**config.mk**
```make
export PLATFORM = sky130hd
export DESIGN_NAME = qfp_front
export DESIGN_NICKNAME = d
export VERILOG_FILES = /design/src/hw/rtl/qfp_pkg.sv /design/src/hw/rtl/qfp_front.sv
export SDC_FILE = /design/constraint.sdc
export NUM_CORES = 1
export LEC_CHECK = 0
export ABC_AREA = 1
export ABC_CLOCK_PERIOD_IN_PS = 2300
export BUFFER_PORTS_ARGS = -buffer_cell sky130_fd_sc_hd__buf_2
export CORE_MARGIN = 10
export CORE_UTILIZATION = 52
export DETAILED_ROUTE_END_ITERATION = 8
export PLACE_DENSITY = 0.95
export SETUP_SLACK_MARGIN = 0.1
export SLEW_MARGIN = 10
export SYNTH_ARGS = -nofsm -noshare
export SYNTH_HDL_FRONTEND = slang
export SYNTH_SLANG_ARGS = --single-unit
```
**constraint.sdc**
```tcl
create_clock -name vclk -period 2.3
set_clock_uncertainty 0.15 [all_clocks]
set_input_delay 0.345 -clock vclk [all_inputs]
set_output_delay 0.345 -clock vclk [all_outputs]
set_load 0.01 [all_outputs]
```
**src/hw/rtl/qfp_pkg.sv**
```systemverilog
// Package for the quadratic fit point generator.
// Holds the queue item and result types, the sequencer states and the point count.
// No dependencies.
package qfp_pkg;

  localparam int unsigned NumPoints = 40;
  localparam int unsigned Steps     = NumPoints - 1;
  localparam int unsigned KW        = $clog2(NumPoints + 1);
  localparam int unsigned IdxW      = 6;
  localparam int unsigned QDepth    = 2;
  // Quotient bits kept by the offset divider; anything larger saturates y anyway.
  localparam int unsigned QuoW      = 35;
  // Reciprocal of the step count; exact floor division for every 16-bit dividend.
  localparam int unsigned RecipShift = 22;
  localparam int unsigned RecipSteps = (1 << RecipShift) / Steps + 1;

  typedef struct packed {
    logic signed [15:0] x1;
    logic signed [15:0] y1;
    logic signed [15:0] x2;
    logic signed [16:0] h12;
    logic signed [16:0] h23;
    logic signed [16:0] h13;
    logic signed [16:0] dy12;
    logic signed [16:0] dy23;
    logic               degen;
  } qfp_item_t;

  typedef struct packed {
    logic [IdxW-1:0]    idx;
    logic signed [15:0] x;
    logic signed [31:0] y;
    logic               degen;
    logic               last;
  } qfp_res_t;

  typedef enum logic [3:0] {
    ST_IDLE,
    ST_SETUP1,
    ST_SETUP2,
    ST_QDIV,
    ST_QREM,
    ST_XSTEP,
    ST_NUM,
    ST_MULLO,
    ST_MULHI,
    ST_DIVINIT,
    ST_DIVCHK,
    ST_DIV,
    ST_EMIT,
    ST_DEGEN
  } qfp_state_e;

endpackage

```
**src/hw/rtl/qfp_front.sv**
```systemverilog
// Front end: accepts one transfer of three sample points and classifies it.
// Computes the abscissa and ordinate differences and the degenerate flag. Uses qfp_pkg.
module qfp_front (
  input  logic              s_axis_tvalid,
  output logic              s_axis_tready,
  input  logic [95:0]       s_axis_tdata,
  input  logic              q_full_i,
  output logic              q_push_o,
  output qfp_pkg::qfp_item_t q_item_o
);
  import qfp_pkg::*;

  logic signed [15:0] ax, ay, bx, by_val, cx, cy;

  assign ax     = s_axis_tdata[15:0];
  assign ay     = s_axis_tdata[31:16];
  assign bx     = s_axis_tdata[47:32];
  assign by_val = s_axis_tdata[63:48];
  assign cx     = s_axis_tdata[79:64];
  assign cy     = s_axis_tdata[95:80];

  assign s_axis_tready = !q_full_i;
  assign q_push_o      = s_axis_tvalid && !q_full_i;

  always_comb begin
    q_item_o.x1    = ax;
    q_item_o.y1    = ay;
    q_item_o.x2    = bx;
    q_item_o.h12   = 17'(bx) - 17'(ax);
    q_item_o.h23   = 17'(cx) - 17'(bx);
    q_item_o.h13   = 17'(cx) - 17'(ax);
    q_item_o.dy12  = 17'(by_val) - 17'(ay);
    q_item_o.dy23  = 17'(cy) - 17'(by_val);
    q_item_o.degen = (bx == ax) || (cx == bx) || (cx == ax);
  end
endmodule

```
==> summary by stage <==
GRT
The met1 usage is 26.4%. The via count of the first global-routing pass is between 7000 and 8000. The met2 capacity usage during global routing is 48.0%.

The aggregate global routing overflow is 0. Global routing used 5.38% of the available met3 tracks. The initial antenna violation count was 0. Entering global routing, the biggest net connects 6 pins. The busiest layer in global routing is met2. The first global-routing pass estimated roughly 33000 um of wire.

In the global route stage, overall resource usage came out at 25.5%.

Pwr
Sequential cells burn 0% of the power. Per report_power, the clock group accounts for 0% of the total. The internal portion of the total power is approximately 1.1 mW. Combinational logic is responsible for 100.0% of the overall power. The switching fraction of total power is about three fifths. The analysis attributes to net switching a power of 1.71 mW. The worst IR drop on VDD is between 0.2 and 0.25 mV. For this design the ratio of total power to cell area is 336 nW/um2.

Summed over all cells, the static leakage comes to roughly 5.3 nW.

Synthesis
Synthesis instantiated 19 different standard cells from the library. The number of instances in the synthesized netlist is 1127. The sequential-to-total area share from yosys stat is 0%. A synthesized cell averages around 5 um2. The area of the mapped netlist is ~5600 um2.

The post-synth net total is 1310. The number of warning messages in the yosys log is 0.

Run
The tool flagged a number of max-cap violations equal to 0.

Timing
The maximum achievable frequency is 392 MHz. Setup repair after global routing could not meet its margin everywhere. The final-report setup violation count is 17. After layout, the worst setup slack is -0.249 ns.

The number of hold violations in the final report came to 0. Measured against its own limit, the worst slew margin works out to roughly three quarters. Of the available clock period, the critical path in the final layout requires 111%. For the pin with the worst max-slew slack, the measured transition is 0.378 ns. The final-layout worst hold slack is 0.735 ns. The max-slew violation count is 0. Subtracting the final worst setup slack from the clock period gives 2.55 ns.

Worst setup path
The critical path required time is between 1.5 and 2 ns. The family with the most delay on the worst path is simple AND/OR/NAND/NOR gates. The startpoint type of the worst setup path is an input pin. The critical-path cell with the highest stage delay is sky130_fd_sc_hd__ha_4. The count of buffer and inverter cells on the critical path is 4. The worst setup path category is input pin to output pin. Walking the worst path, the cells encountered are buf_2 > inv_1 > ha_4 > nand2_2 > inv_1 > nand2_1 > nand2_1 > a21oi_2 > nand3_1 > nand2_1 > buf_2. The maximum fanout count along the critical path is 5. In this design, the stage delay of the slowest critical-path cell is 0.29 ns. STA classifies the critical path endpoint as an output pin.

At the worst endpoint, the arrival time is 2.05 ns. The cell that appears most often on the critical path is sky130_fd_sc_hd__nand2_1.

Drt
The DRC marker count from the first detailed-route iteration is 1339. The pre-antenna-repair detailed-routing pass consisted of 9 iterations. The detail route stage leaves a number of antenna-violating nets equal to 0. Dividing the detail-routed wire length by the instance count gives 20.2 um.

The total via count in the routed design is 8699. Dividing the detail-routed via count by the number of cells gives 5.87. After detailed routing, the number of remaining DRC violations is 86. After detailed routing, the total wire length is 30000 um.

Floorplan
The number of cell rows is 37. The total area inside the core boundary comes to 10400 um2. From left edge to right edge, the die measures between 100 and 150 um. The vertical die dimension is approximately 120 um. The number of top-level pins is around 230. The starting density of the core is 53.7%. The full die area is roughly 15000 um2.

Final layout
The area added between synthesis and finish is 49.2%. The final core utilization is between 80% and 90%. The library cells used most frequently in the layout, excluding fill and tap cells, are sky130_fd_sc_hd__nand2_1 (376), sky130_fd_sc_hd__inv_1 (272), sky130_fd_sc_hd__buf_2 (214). The area taken by flip-flops and latches is 0 um2. The layout has 0 clock buffers. In the final layout, the share of cells above drive strength 1 is 39.3%. In the final design database the tool counted about 1500 nets. The most common cell after layout, fill and taps aside is sky130_fd_sc_hd__nand2_1.

The sequential cell count is 0.

Status
The checks that failed: DRC, setup timing. The flow ran to the end, but the final reports show violations.

Placed design
The count of buffers added on input and output ports is 234. The sum of net half-perimeters after detailed placement is approximately 17000 um. The congestion estimate from routability-driven global placement came to 0.978.

Worst hold path
The tightest min-delay check is of the input pin to output pin type.
## power groups by stage
stage          registers, mW  logic [mW]  clock network (mW)
2_1_floorplan              0        1.32                   0
3_3_place_gp               0        1.99                   0
3_5_place_dp               0        2.03                   0
4_1_cts                    0        2.18                   0
5_1_grt                    0        2.98                   0
6_report                   0        2.81        0.0000000583
## per-layer routing
layer | wire [um] | share of wire (%)
met5 | 0 | 0
met4 | 3410 | 11
met3 | 4070 | 14
met2 | 13500 | 45
met1 | 9000 | 30
## metrics by stage
stage               cell area, um2  instances  power, mW  setup TNS (ns)  worst slack (ns)
global route                  8340       1482       2.98           -3.37            -0.411
global placement              6680       1463       1.99           -1.96            -0.144
floorplan                     5600       1127       1.32               0             0.241
detailed placement            6680       1463       2.03           -2.78            -0.167
finish                        8350       1483       2.81           -1.65            -0.249
CTS                           7210       1469       2.18               0            0.0505
## cells by family after synthesis
| family | count (synthesis) | synth area share [%] |
|---|---|---|
| buffers and inverters | 354 | 27.0 |
| xor gates and xnor gates | 35 | 5.48 |
| AOI/OAI and AO/OA | 50 | 4.47 |
| and+or+nand+nor | 603 | 43.4 |
| adders and majority gates | 85 | 19.7 |
## area by class of cell
cell class                 count  area, um2
inverter                     306       1160
multi-input combinational    773       5470
antenna                        1       2.50
timing repair buffer         267       1540
fill                         601       2070
tap                          136        170
## worst paths after layout
check / from / to / slack (ns) / cells past startpoint
setup / recovery: s_axis_tdata[14] / q_item_o[85] / -0.25 / 11
hold / removal: s_axis_tdata[7] / q_item_o[125] / 0.74 / 2
## cells in the mapped netlist
cell,number,area [um2]
sky130_fd_sc_hd__a21oi_1,50,250
sky130_fd_sc_hd__buf_4,48,360
sky130_fd_sc_hd__fa_1,5,100
sky130_fd_sc_hd__ha_1,80,1000
sky130_fd_sc_hd__inv_1,303,1140
sky130_fd_sc_hd__inv_2,3,11.3
sky130_fd_sc_hd__nand2_1,468,1760
sky130_fd_sc_hd__nand2_2,4,25.0
sky130_fd_sc_hd__nand3_1,62,310
sky130_fd_sc_hd__nand3b_1,1,7.51
sky130_fd_sc_hd__nand4_1,1,6.26
sky130_fd_sc_hd__nor2_1,37,139
sky130_fd_sc_hd__nor2_2,3,18.8
sky130_fd_sc_hd__nor3_1,17,85.1
sky130_fd_sc_hd__nor3_2,2,20.0
sky130_fd_sc_hd__nor3_4,1,16.3
sky130_fd_sc_hd__or2_1,7,43.8
sky130_fd_sc_hd__xnor2_1,12,105
sky130_fd_sc_hd__xor2_1,23,201
## timing repair
action | in CTS | in global routing
pin swaps | 27 | 59
buffers inserted | 6 | 13
hold buffers | 0 | 0
resized for setup | 108 | 218
gates cloned | 0 | 0
endpoints found under the setup margin | 42 | 61
(Power assumes the default switching activity.)
