==> src/hw/rtl/qfp_pkg.sv <==
// Package for the quadratic fit point generator.
// Holds the queue item and result types, the sequencer states and the point count.
// No dependencies.
package qfp_pkg;

  localparam int unsigned NumPoints = 40;
  localparam int unsigned Steps     = NumPoints - 1;
  localparam int unsigned KW        = $clog2(NumPoints + 1);
  localparam int unsigned IdxW      = 6;
  localparam int unsigned QDepth    = 2;
  // Quotient bits kept by the offset divider; anything larger saturates y anyway.
  localparam int unsigned QuoW      = 35;
  // Reciprocal of the step count; exact floor division for every 16-bit dividend.
  localparam int unsigned RecipShift = 22;
  localparam int unsigned RecipSteps = (1 << RecipShift) / Steps + 1;

  typedef struct packed {
    logic signed [15:0] x1;
    logic signed [15:0] y1;
    logic signed [15:0] x2;
    logic signed [16:0] h12;
    logic signed [16:0] h23;
    logic signed [16:0] h13;
    logic signed [16:0] dy12;
    logic signed [16:0] dy23;
    logic               degen;
  } qfp_item_t;

  typedef struct packed {
    logic [IdxW-1:0]    idx;
    logic signed [15:0] x;
    logic signed [31:0] y;
    logic               degen;
    logic               last;
  } qfp_res_t;

  typedef enum logic [3:0] {
    ST_IDLE,
    ST_SETUP1,
    ST_SETUP2,
    ST_QDIV,
    ST_QREM,
    ST_XSTEP,
    ST_NUM,
    ST_MULLO,
    ST_MULHI,
    ST_DIVINIT,
    ST_DIVCHK,
    ST_DIV,
    ST_EMIT,
    ST_DEGEN
  } qfp_state_e;

endpackage

==> src/hw/rtl/qfp_fifo.sv <==
// Short queue between the front end and the point sequencer.
// Holds classified items. Uses qfp_pkg.
module qfp_fifo (
  input  logic               clk_i,
  input  logic               rst_ni,
  input  logic               push_i,
  input  qfp_pkg::qfp_item_t wdata_i,
  input  logic               pop_i,
  output qfp_pkg::qfp_item_t rdata_o,
  output logic               full_o,
  output logic               empty_o
);
  import qfp_pkg::*;

  localparam int unsigned PtrW = $clog2(QDepth);

  qfp_item_t mem_q [QDepth];
  logic [PtrW-1:0] wptr_q, rptr_q;
  logic [PtrW:0]   cnt_q;

  assign full_o  = (cnt_q == (PtrW+1)'(QDepth));
  assign empty_o = (cnt_q == '0);
  assign rdata_o = mem_q[rptr_q];

  always_ff @(posedge clk_i) begin
    if (push_i) begin
      mem_q[wptr_q] <= wdata_i;
    end
  end

  always_ff @(posedge clk_i or negedge rst_ni) begin
    if (!rst_ni) begin
      wptr_q <= '0;
      rptr_q <= '0;
      cnt_q  <= '0;
    end else begin
      if (push_i) wptr_q <= wptr_q + 1'b1;
      if (pop_i)  rptr_q <= rptr_q + 1'b1;
      case ({push_i, pop_i})
        2'b10:   cnt_q <= cnt_q + 1'b1;
        2'b01:   cnt_q <= cnt_q - 1'b1;
        default: cnt_q <= cnt_q;
      endcase
    end
  end
endmodule

==> config.mk <==
export PLATFORM = sky130hd
export DESIGN_NAME = qfp_fifo
export DESIGN_NICKNAME = d
export VERILOG_FILES = /design/src/hw/rtl/qfp_pkg.sv /design/src/hw/rtl/qfp_fifo.sv
export SDC_FILE = /design/constraint.sdc
export NUM_CORES = 1
export LEC_CHECK = 0
export BUFFER_PORTS_ARGS = -buffer_cell sky130_fd_sc_hd__buf_2
export CAP_MARGIN = 20
export CORE_MARGIN = 3
export CORE_UTILIZATION = 45
export CTS_BUF_LIST = sky130_fd_sc_hd__clkbuf_8
export CTS_CLUSTER_DIAMETER = 200
export DETAILED_ROUTE_END_ITERATION = 8
export PLACE_DENSITY = 0.7
export SLEW_MARGIN = 25
export SYNTH_ARGS = -nofsm -noshare
export SYNTH_HDL_FRONTEND = slang
export SYNTH_SLANG_ARGS = --single-unit
==> constraint.sdc <==
create_clock -name clk_i -period 8.15 [get_ports clk_i]
set_input_delay 0.4075 -clock clk_i [delete_from_list [all_inputs] [get_ports clk_i]]
set_output_delay 0.4075 -clock clk_i [all_outputs]
set_load 0.005 [all_outputs]
==> results.yml, run 1 <==
detailed_routing:
  drt_first_pass_iters: 4
  top_layer: "met5"
  met1_length_um: 7030
  drc: 0
  routed_via_density: 4.84
  wl_per_cell_um: 17.7
  dr_wl_met3_um: 1850
  met2RoutedLength_um: 9180
  wirelength_um: 18600
  drtIter0Drc: 251
  vias: 5069
  postRouteAntennaNets: 0
floorplanning:
  die_area_sq_um: 24200
  ios: 274
  die_w_um: 155
  die_y_um: 155
  num_rows: 54
  core_sq_um: 21900
  start_util_pct: 45.9
finish:
  fin_cells: 1047
  final_area_sq_um: 12500
  nets: 880
  diodes: 0
  syn_to_final_growth_pct: 23.9
  drive_gt1_share_pct: 60.4
sta:
  hold_violations: 0
  fin_crit_ns: 3.29
  finalSetupViolations: 0
  rsz0062_at_grt: "no"
  drv_slew: 0
  maxSlewHeadroom_pct: 40.4
  fmax_ghz: 0.304
  finClkSkew_ns: 0.0270
  fin_crit_sh_pct: 40.3
  setup_tns_ns: 0
  worstMarginPinSlew_ns: 0.894
  setup_ws_ns: 4.86
clocking:
  cts_setup_buffers: 0
  cts_max_level: 2
  cts_inserted_buffers: 43
  cts_sinks: 272
  cts_tree: "done"
  clock_path_buffers: 3
  clk_pin_slew_ns: 0.05
  cts_resized: 0
  cts_root_buf: "clkbuf_8"
  clk_latency_ns: 0.53
  holdBufCountCts: 1
outcome:
  status: "completed"
global_routing:
  grt_max_degree: 92
  grt-ovfl-total: 0
  track_usage_pct: 14.6
  antenna_found_initial: 2
  grt_pass1_wl_um: 27600
  grt_pass1_vias: 5453
logic_synthesis:
  yosysSeqAreaShare_pct: 81.1
  ys_top_cells_by_area: "edfxtp_1 80%, mux2_2 9.4%, mux2_4 7.5%, dfrtp_1 1.0%, buf_6 0.78%"
  yosys.area_share.adder_pct: 0.125
  synth_common_cells: "268 x edfxtp_1, 84 x mux2_2, 50 x mux2_4"
  synth_top_cell_area_share_pct: 80.1
  yosys.area.top_type: "edfxtp_1"
  synth-compound-area-share_pct: 0
  synth_most_common_cell: "edfxtp_1"
  synthSimpleGateAreaFrac_pct: 0.237
  synth-main-ff-cell: "edfxtp_1"
  synth_edf_count: 268
  syn_avg_cell_area_sq_um: 23.2
  synth_area_sq_um: 10000
  synth_xor_area_share_pct: 0.436
  yosys_warnings: 0
  ys_async_sr_fraction_pct: 1.47
  synth_top_family_by_area: "multiplexers"
  synth_seq_cells: 272
  yosysUniqueCellTypes: 13
  synth_cells: 433
  synth.area.mux_share_pct: 16.9
  syn_nets: 572
placed_design:
  gp_congestion: 0.731
  placedCellCount: 975
  placed_area_sq_um: 11700
  port_buffers: 273
  pre_cts_slack_ns: 5.35
  dp_hpwl_um: 12400
run:
  maxCapViolations: 0
power_and_ir_drop:
  p_leak_nw: 4.87
  pwr_density_cell_nw_per_um2: 327
  peakVddDrop_v: 0.000191
setup_path:
  path_class: "register to output pin"
  worstSetupStartpointType: "register"
  cp.arrival_ns: 2.88
  cp_max_fo: 91
  cp_data_required_time_ns: 7.74
  end_kind: "output pin"
hold_path:
  hold_path_class: "input pin to register"
==> state kept, by name, indices dropped and copies added (netlist names) <==
name,count
rptr_q,1
mem_q,268
cnt_q,2
wptr_q,1
==> cell type report <==
type                            instances  area, sq um
Sequential cell                       272         8150
Inverter                                1         3.75
Tap cell                              280          350
Multi-Input combinational cell        145         1790
Clock buffer                           43          592
Timing Repair Buffer                  278         1420
Fill cell                            1689         9440
Clock inverter                         28          150
==> power by group <==
part / internal [W] / leakage (nW) / switching [W] / total (W)
combinational: 0.000596 / 1.89 / 0.000502 / 0.00110
clock: 0.000520 / 0.422 / 0.000471 / 0.000991
sequential: 0.00186 / 2.56 / 0.000120 / 0.00198
==> cells in the final DEF, fill, tap and decap left out, types with 3 or more instances in the layout <==
cell,synthesis,layout
buf_6,7,3
dfrtp_1,4,3
clkinv_1,0,5
buf_2,8,273
clkbuf_8,0,43
xor2_1,3,3
clkinvlp_4,0,5
edfxtp_1,268,268
mux2_2,84,84
inv_1,1,18
mux2_4,50,50
==> metrics by stage <==
step	hold WS, ns	total power, W	utilization [%]
after floorplan	0.112	0.00273	-
after global placement	0.231	0.00310	53.4
after detailed placement	0.230	0.00313	53.4
after CTS	0.0221	0.00414	56.8
after global routing	0.0253	0.00429	56.9
final	0.0597	0.00407	56.9
==> per-layer routing <==
metal	vias up	GRT usage [%]
met1	2460	16.8
li1	2333	-
met5	-	0
met3	44	6.20
met4	4	5.38
met2	228	24.5
==> logic make-up (layout without fill, tap and decap cells) <==
logic type / after synthesis / after routing
flip-flops: 272 / 272
multiplexers: 134 / 134
buffers and inverters: 16 / 350
XOR/XNOR: 5 / 5
AND/OR/NAND/NOR: 5 / 5
adder cells (fa/ha/maj): 1 / 1
==> worst paths after layout <==
kind,start,end,slack (ns),cells past startpoint
max,rptr_q,rdata_o[110],4.86,3
min,wdata_i[50],mem_q[1][50],0.06,1
max reg2reg,wptr_q,mem_q[1][116],5.90,2
min reg2reg,cnt_q[1],cnt_q[1],0.52,1
max in group asynchronous,rst_ni,rptr_q,7.72,2
min in group asynchronous,rst_ni,wptr_q,0.25,2
==> critical path: stages, from the launching register on <==
cell and delay (ns):
dfrtp_4 0.95, buf_6 0.76, mux2_2 0.43, buf_2 0.13
(Power assumes the default switching activity.)
==> run 2: changes to the inputs <==
Clock period 8.15 ns to 3.38 ns, I/O delays scaled along.
==> results.yml, run 2 (same netlist as run 1, synthesis figures left out) <==
clocking:
  cts_inserted_buffers: 44
  cts_max_level: 2
  clk_latency_ns: 0.53
  cts_tree: "done"
  clk_pin_slew_ns: 0.06
  cts_resized: 0
  clock_path_buffers: 3
  cts_root_buf: "clkbuf_8"
  holdBufCountCts: 138
  cts_sinks: 272
  cts_setup_buffers: 0
finish:
  nets: 1018
  top_register: "mem_q"
  diodes: 0
  top_regs: "mem_q: 268 flops, cnt_q: 2 flops"
  drive_gt1_share_pct: 51.7
  largest_register_ffs: 268
  syn_to_final_growth_pct: 39.1
  final_area_sq_um: 14000
  mostFrequentLayoutCells: "273 x buf_2, 268 x edfxtp_1, 138 x dlygate4sd3_1"
  final_common_cell: "buf_2"
  num-fill-cells: 1530
power_and_ir_drop:
  peakVddDrop_v: 0.000728
  p_leak_nw: 5.49
  pwr_density_cell_nw_per_um2: 745
hold_path:
  whs_endpoint: "mem_q[1][47]"
  worstHoldStart: "wdata_i[47]"
  hold_path_class: "input pin to register"
  hold_depth: 2
global_routing:
  grt_pass1_wl_um: 33300
  track_usage_pct: 17.5
  grt_max_degree: 136
  grt-ovfl-total: 0
  antenna_found_initial: 0
  grt_pass1_vias: 6339
detailed_routing:
  wl_per_cell_um: 18.1
  postRouteAntennaNets: 0
  drt_first_pass_iters: 4
  wirelength_um: 21600
  drtIter0Drc: 272
  routed_via_density: 4.84
  drc: 0
  vias: 5767
setup_path:
  cp_data_required_time_ns: 3.21
  r2r_slack_ns: 1.50
  end_kind: "output pin"
  startpoint: "rptr_q"
  r2r_end: "mem_q[1][117]"
  cp_max_fo: 135
  reg2reg_from: "wptr_q"
  worstSetupStartpointType: "register"
  path_class: "register to output pin"
  reg2reg_depth: 2
  cp.arrival_ns: 2.24
sta:
  maxSlewHeadroom_pct: 40.1
  finClkSkew_ns: 0.0203
  fmax_ghz: 0.415
  worstMarginPinSlew_ns: 0.899
  finalSetupViolations: 0
  fin_hold_ws_ns: 0.372
  setup_tns_ns: 0
  hold_violations: 0
  fin_crit_sh_pct: 71.3
  rsz0062_at_grt: "no"
  fin_crit_ns: 2.41
  drv_slew: 0
placed_design:
  port_buffers: 273
  dp_hpwl_um: 12600
  gp_congestion: 0.754
  placed_area_sq_um: 11700
floorplanning:
  die_y_um: 155
  die_area_sq_um: 24200
  die_w_um: 155
  start_util_pct: 45.9
  ios: 274
  num_rows: 54
  core_sq_um: 21900
run:
  maxCapViolations: 0
outcome:
  status: "completed"
run 2: cell types whose count changed in the layout (fill, tap and decap cells not counted), moves of 3 or more:
| cell | delta |
|---|---|
| buf_12 | +3 |
| buf_6 | -3 |
| bufinv_16 | +3 |
| clkinv_1 | +10 |
| clkinv_2 | +6 |
| clkinvlp_4 | -3 |
| dlygate4sd3_1 | +137 |
| inv_1 | -11 |
run 2: final cells by class:
cell class	instances	area [sq um]	share of cell area (%)
Clock buffer	45	619	4.43
Clock inverter	33	244	1.75
Inverter	1	3.75	0.0269
Multi-Input combinational cell	145	1790	12.8
Sequential cell	272	8150	58.3
Tap cell	280	350	2.51
Timing Repair Buffer	415	2820	20.2
run 2: worst max path at each step:
stage	end	slack [ns]	depth (start not counted)
floorplan	mem_q[0][0]	0.55	1
global placement	mem_q[1][111]	1.57	2
global route	rdata_o[122]	0.89	3
detailed placement	mem_q[1][33]	1.50	2
CTS	rdata_o[0]	0.97	3
finish	rdata_o[122]	0.97	3
run 2: report_power, final:
| group | internal, W | switching, W | leakage [nW] |
|---|---|---|---|
| Combinational | 0.00157 | 0.00142 | 2.47 |
| Sequential | 0.00448 | 0.000163 | 2.56 |
| Clock | 0.00155 | 0.00122 | 0.459 |
| Total | 0.00760 | 0.00281 | 5.49 |
run 2: layer usage:
layer | part of all wire (%) | routed length, um | global-route usage (%)
met5 | 0 | 0 | 0
met1 | 39 | 8330 | 20.6
met4 | 2.7 | 584 | 6.42
met2 | 51 | 11000 | 30.1
met3 | 7.7 | 1670 | 5.45
run 2: worst max-delay path, stage by stage, from the launching register on:
cell and delay (ns):
dfrtp_4 0.41, buf_12 0.57, mux2_2 0.43, buf_2 0.13
run 2: stage by stage:
step                setup slack [ns]  std cells  power (W)  utilization [%]
global route                   0.887       1191     0.0109             63.8
CTS                            0.971       1191     0.0105             63.8
global placement                1.57        975    0.00749             53.6
finish                         0.970       1191     0.0104             63.8
detailed placement              1.50        975    0.00759             53.6
floorplan                      0.548        433    0.00650                -
==> run 3: changes to the inputs <==
Settings changed: PLACE_DENSITY 0.7 to 0.73.
Clock period 3.38 ns to 2 ns, I/O delays scaled along.
==> results.yml, run 3 (same netlist as run 1, synthesis figures left out) <==
outcome:
  status: "finished with violations"
  violations: "negative setup slack"
global_routing:
  grt_max_degree: 82
  grt_pass1_wl_um: 32400
  antenna_found_initial: 0
  grt_pass1_vias: 6295
  track_usage_pct: 16.9
  grt-ovfl-total: 0
detailed_routing:
  drtIter0Drc: 308
  drc: 0
  routed_via_density: 4.84
  vias: 5786
  postRouteAntennaNets: 0
  wirelength_um: 22400
  wl_per_cell_um: 18.8
  drt_first_pass_iters: 4
floorplanning:
  core_sq_um: 21900
  ios: 274
  die_y_um: 155
  die_area_sq_um: 24200
  die_w_um: 155
  num_rows: 54
  start_util_pct: 45.9
sta:
  maxSlewHeadroom_pct: 69.4
  fin_hold_ws_ns: 0.295
  fmax_ghz: 0.499
  rsz0062_at_grt: "yes"
  finalSetupViolations: 2
  worstMarginPinSlew_ns: 0.459
  drv_slew: 0
  fin_crit_sh_pct: 100
  finClkSkew_ns: 0.0205
  fin_crit_ns: 2.00
  setup_ws_ns: -0.00448
  hold_violations: 0
clocking:
  cts_root_buf: "clkbuf_8"
  cts_tree: "done"
  clock_path_buffers: 3
  cts_max_level: 2
  cts_sinks: 272
  clk_pin_slew_ns: 0.06
  clk_latency_ns: 0.52
  cts_inserted_buffers: 43
finish:
  syn_to_final_growth_pct: 42.5
  top_register: "mem_q"
  num-fill-cells: 1432
  largest_register_ffs: 268
  nets: 1022
  drive_gt1_share_pct: 51.3
  mostFrequentLayoutCells: "268 x edfxtp_1, 230 x buf_2, 138 x dlygate4sd3_1"
  diodes: 0
  final_common_cell: "edfxtp_1"
  top_regs: "mem_q: 268 flops, cnt_q: 2 flops"
setup_path:
  crit_path_max_incr_delay_ns: 0.56
  crit_buf_inv: 2
  path_delay_family: "flip-flops"
  end_kind: "output pin"
  cp_data_required_time_ns: 1.90
  path_class: "register to output pin"
  slowest_stage: "dfrtp_4"
  cp_max_fo: 41
  cp.arrival_ns: 1.90
  worstSetupStartpointType: "register"
  crit_chain: "buf_16 -> mux2_2 -> buf_2"
placed_design:
  port_buffers: 273
  pre_cts_slack_ns: 0.500
  gp_congestion: 0.767
  dp_hpwl_um: 12900
hold_path:
  hold_path_class: "input pin to register"
power_and_ir_drop:
  pwr_density_cell_nw_per_um2: 1260
  p_leak_nw: 5.69
  peakVddDrop_v: 0.000809
run:
  maxCapViolations: 0
==> run 3: where the power goes <==
part | internal, W | switching [W] | leakage, nW
sequential | 0.00757 | 0.000351 | 2.56
combinational | 0.00330 | 0.00258 | 2.67
clock | 0.00217 | 0.00202 | 0.464
total | 0.0130 | 0.00495 | 5.69
==> run 3: worst register-to-register path: cells and delay by family, from the launching register on <==
| kind | cells | cell delay (ns) |
|---|---|---|
| flops | 1 | 0.43 |
| buf+inv | 1 | 0.33 |
| simple gates | 1 | 0.21 |
==> run 3: per-layer routing <==
| metal | track usage, % | part of all wire, % | vias up |
|---|---|---|---|
| met1 | 19.4 | 38 | 2880 |
| met3 | 4.95 | 7.0 | 43 |
| li1 | - | - | 2630 |
| met5 | 0 | 0 | - |
| met4 | 5.38 | 2.1 | 0 |
| met2 | 30.4 | 53 | 233 |
==> run 3: final cells by class <==
class / instances / area (sq um) / area share [%]
Multi-Input combinational cell: 145 / 1830 / 12.8
Clock buffer: 44 / 606 / 4.23
Clock inverter: 33 / 164 / 1.14
Inverter: 1 / 3.75 / 0.0262
Tap cell: 280 / 350 / 2.45
Timing Repair Buffer: 420 / 3220 / 22.5
Sequential cell: 272 / 8150 / 56.9
==> run 3: worst paths after layout <==
check,end,slack [ns],start,depth (start not counted)
max in group asynchronous,rptr_q,1.31,rst_ni,3
setup / recovery,rdata_o[17],-0.004,rptr_q,3
min in group asynchronous,cnt_q[0],0.48,rst_ni,3
setup reg to reg,mem_q[1][116],0.57,wptr_q,2
hold / removal,mem_q[1][7],0.30,wdata_i[7],2
hold reg to reg,cnt_q[1],0.51,cnt_q[1],1
==> run 3: per-stage QoR <==
step                      utilization, %  total power (W)  instance area, sq um   TNS, ns  std cells
after floorplan                        -           0.0110                 10100   -179.60        433
after global placement              53.8           0.0127                 11800         0        977
after detailed placement            53.8           0.0129                 11800         0        977
after CTS                           63.7           0.0173                 13900     -4.22       1192
after global routing                65.4           0.0188                 14300     -3.06       1195
final                               65.4           0.0180                 14300  -0.00496       1195
==> run 3: timing repair <==
action / CTS / global route
setup buffers: 0 / 0
gates cloned: 0 / 3
endpoints found under the hold margin: 275 / 0
resized for setup: 3 / 54
hold buffers: 138 / 0
endpoints found under the setup margin: 91 / 134
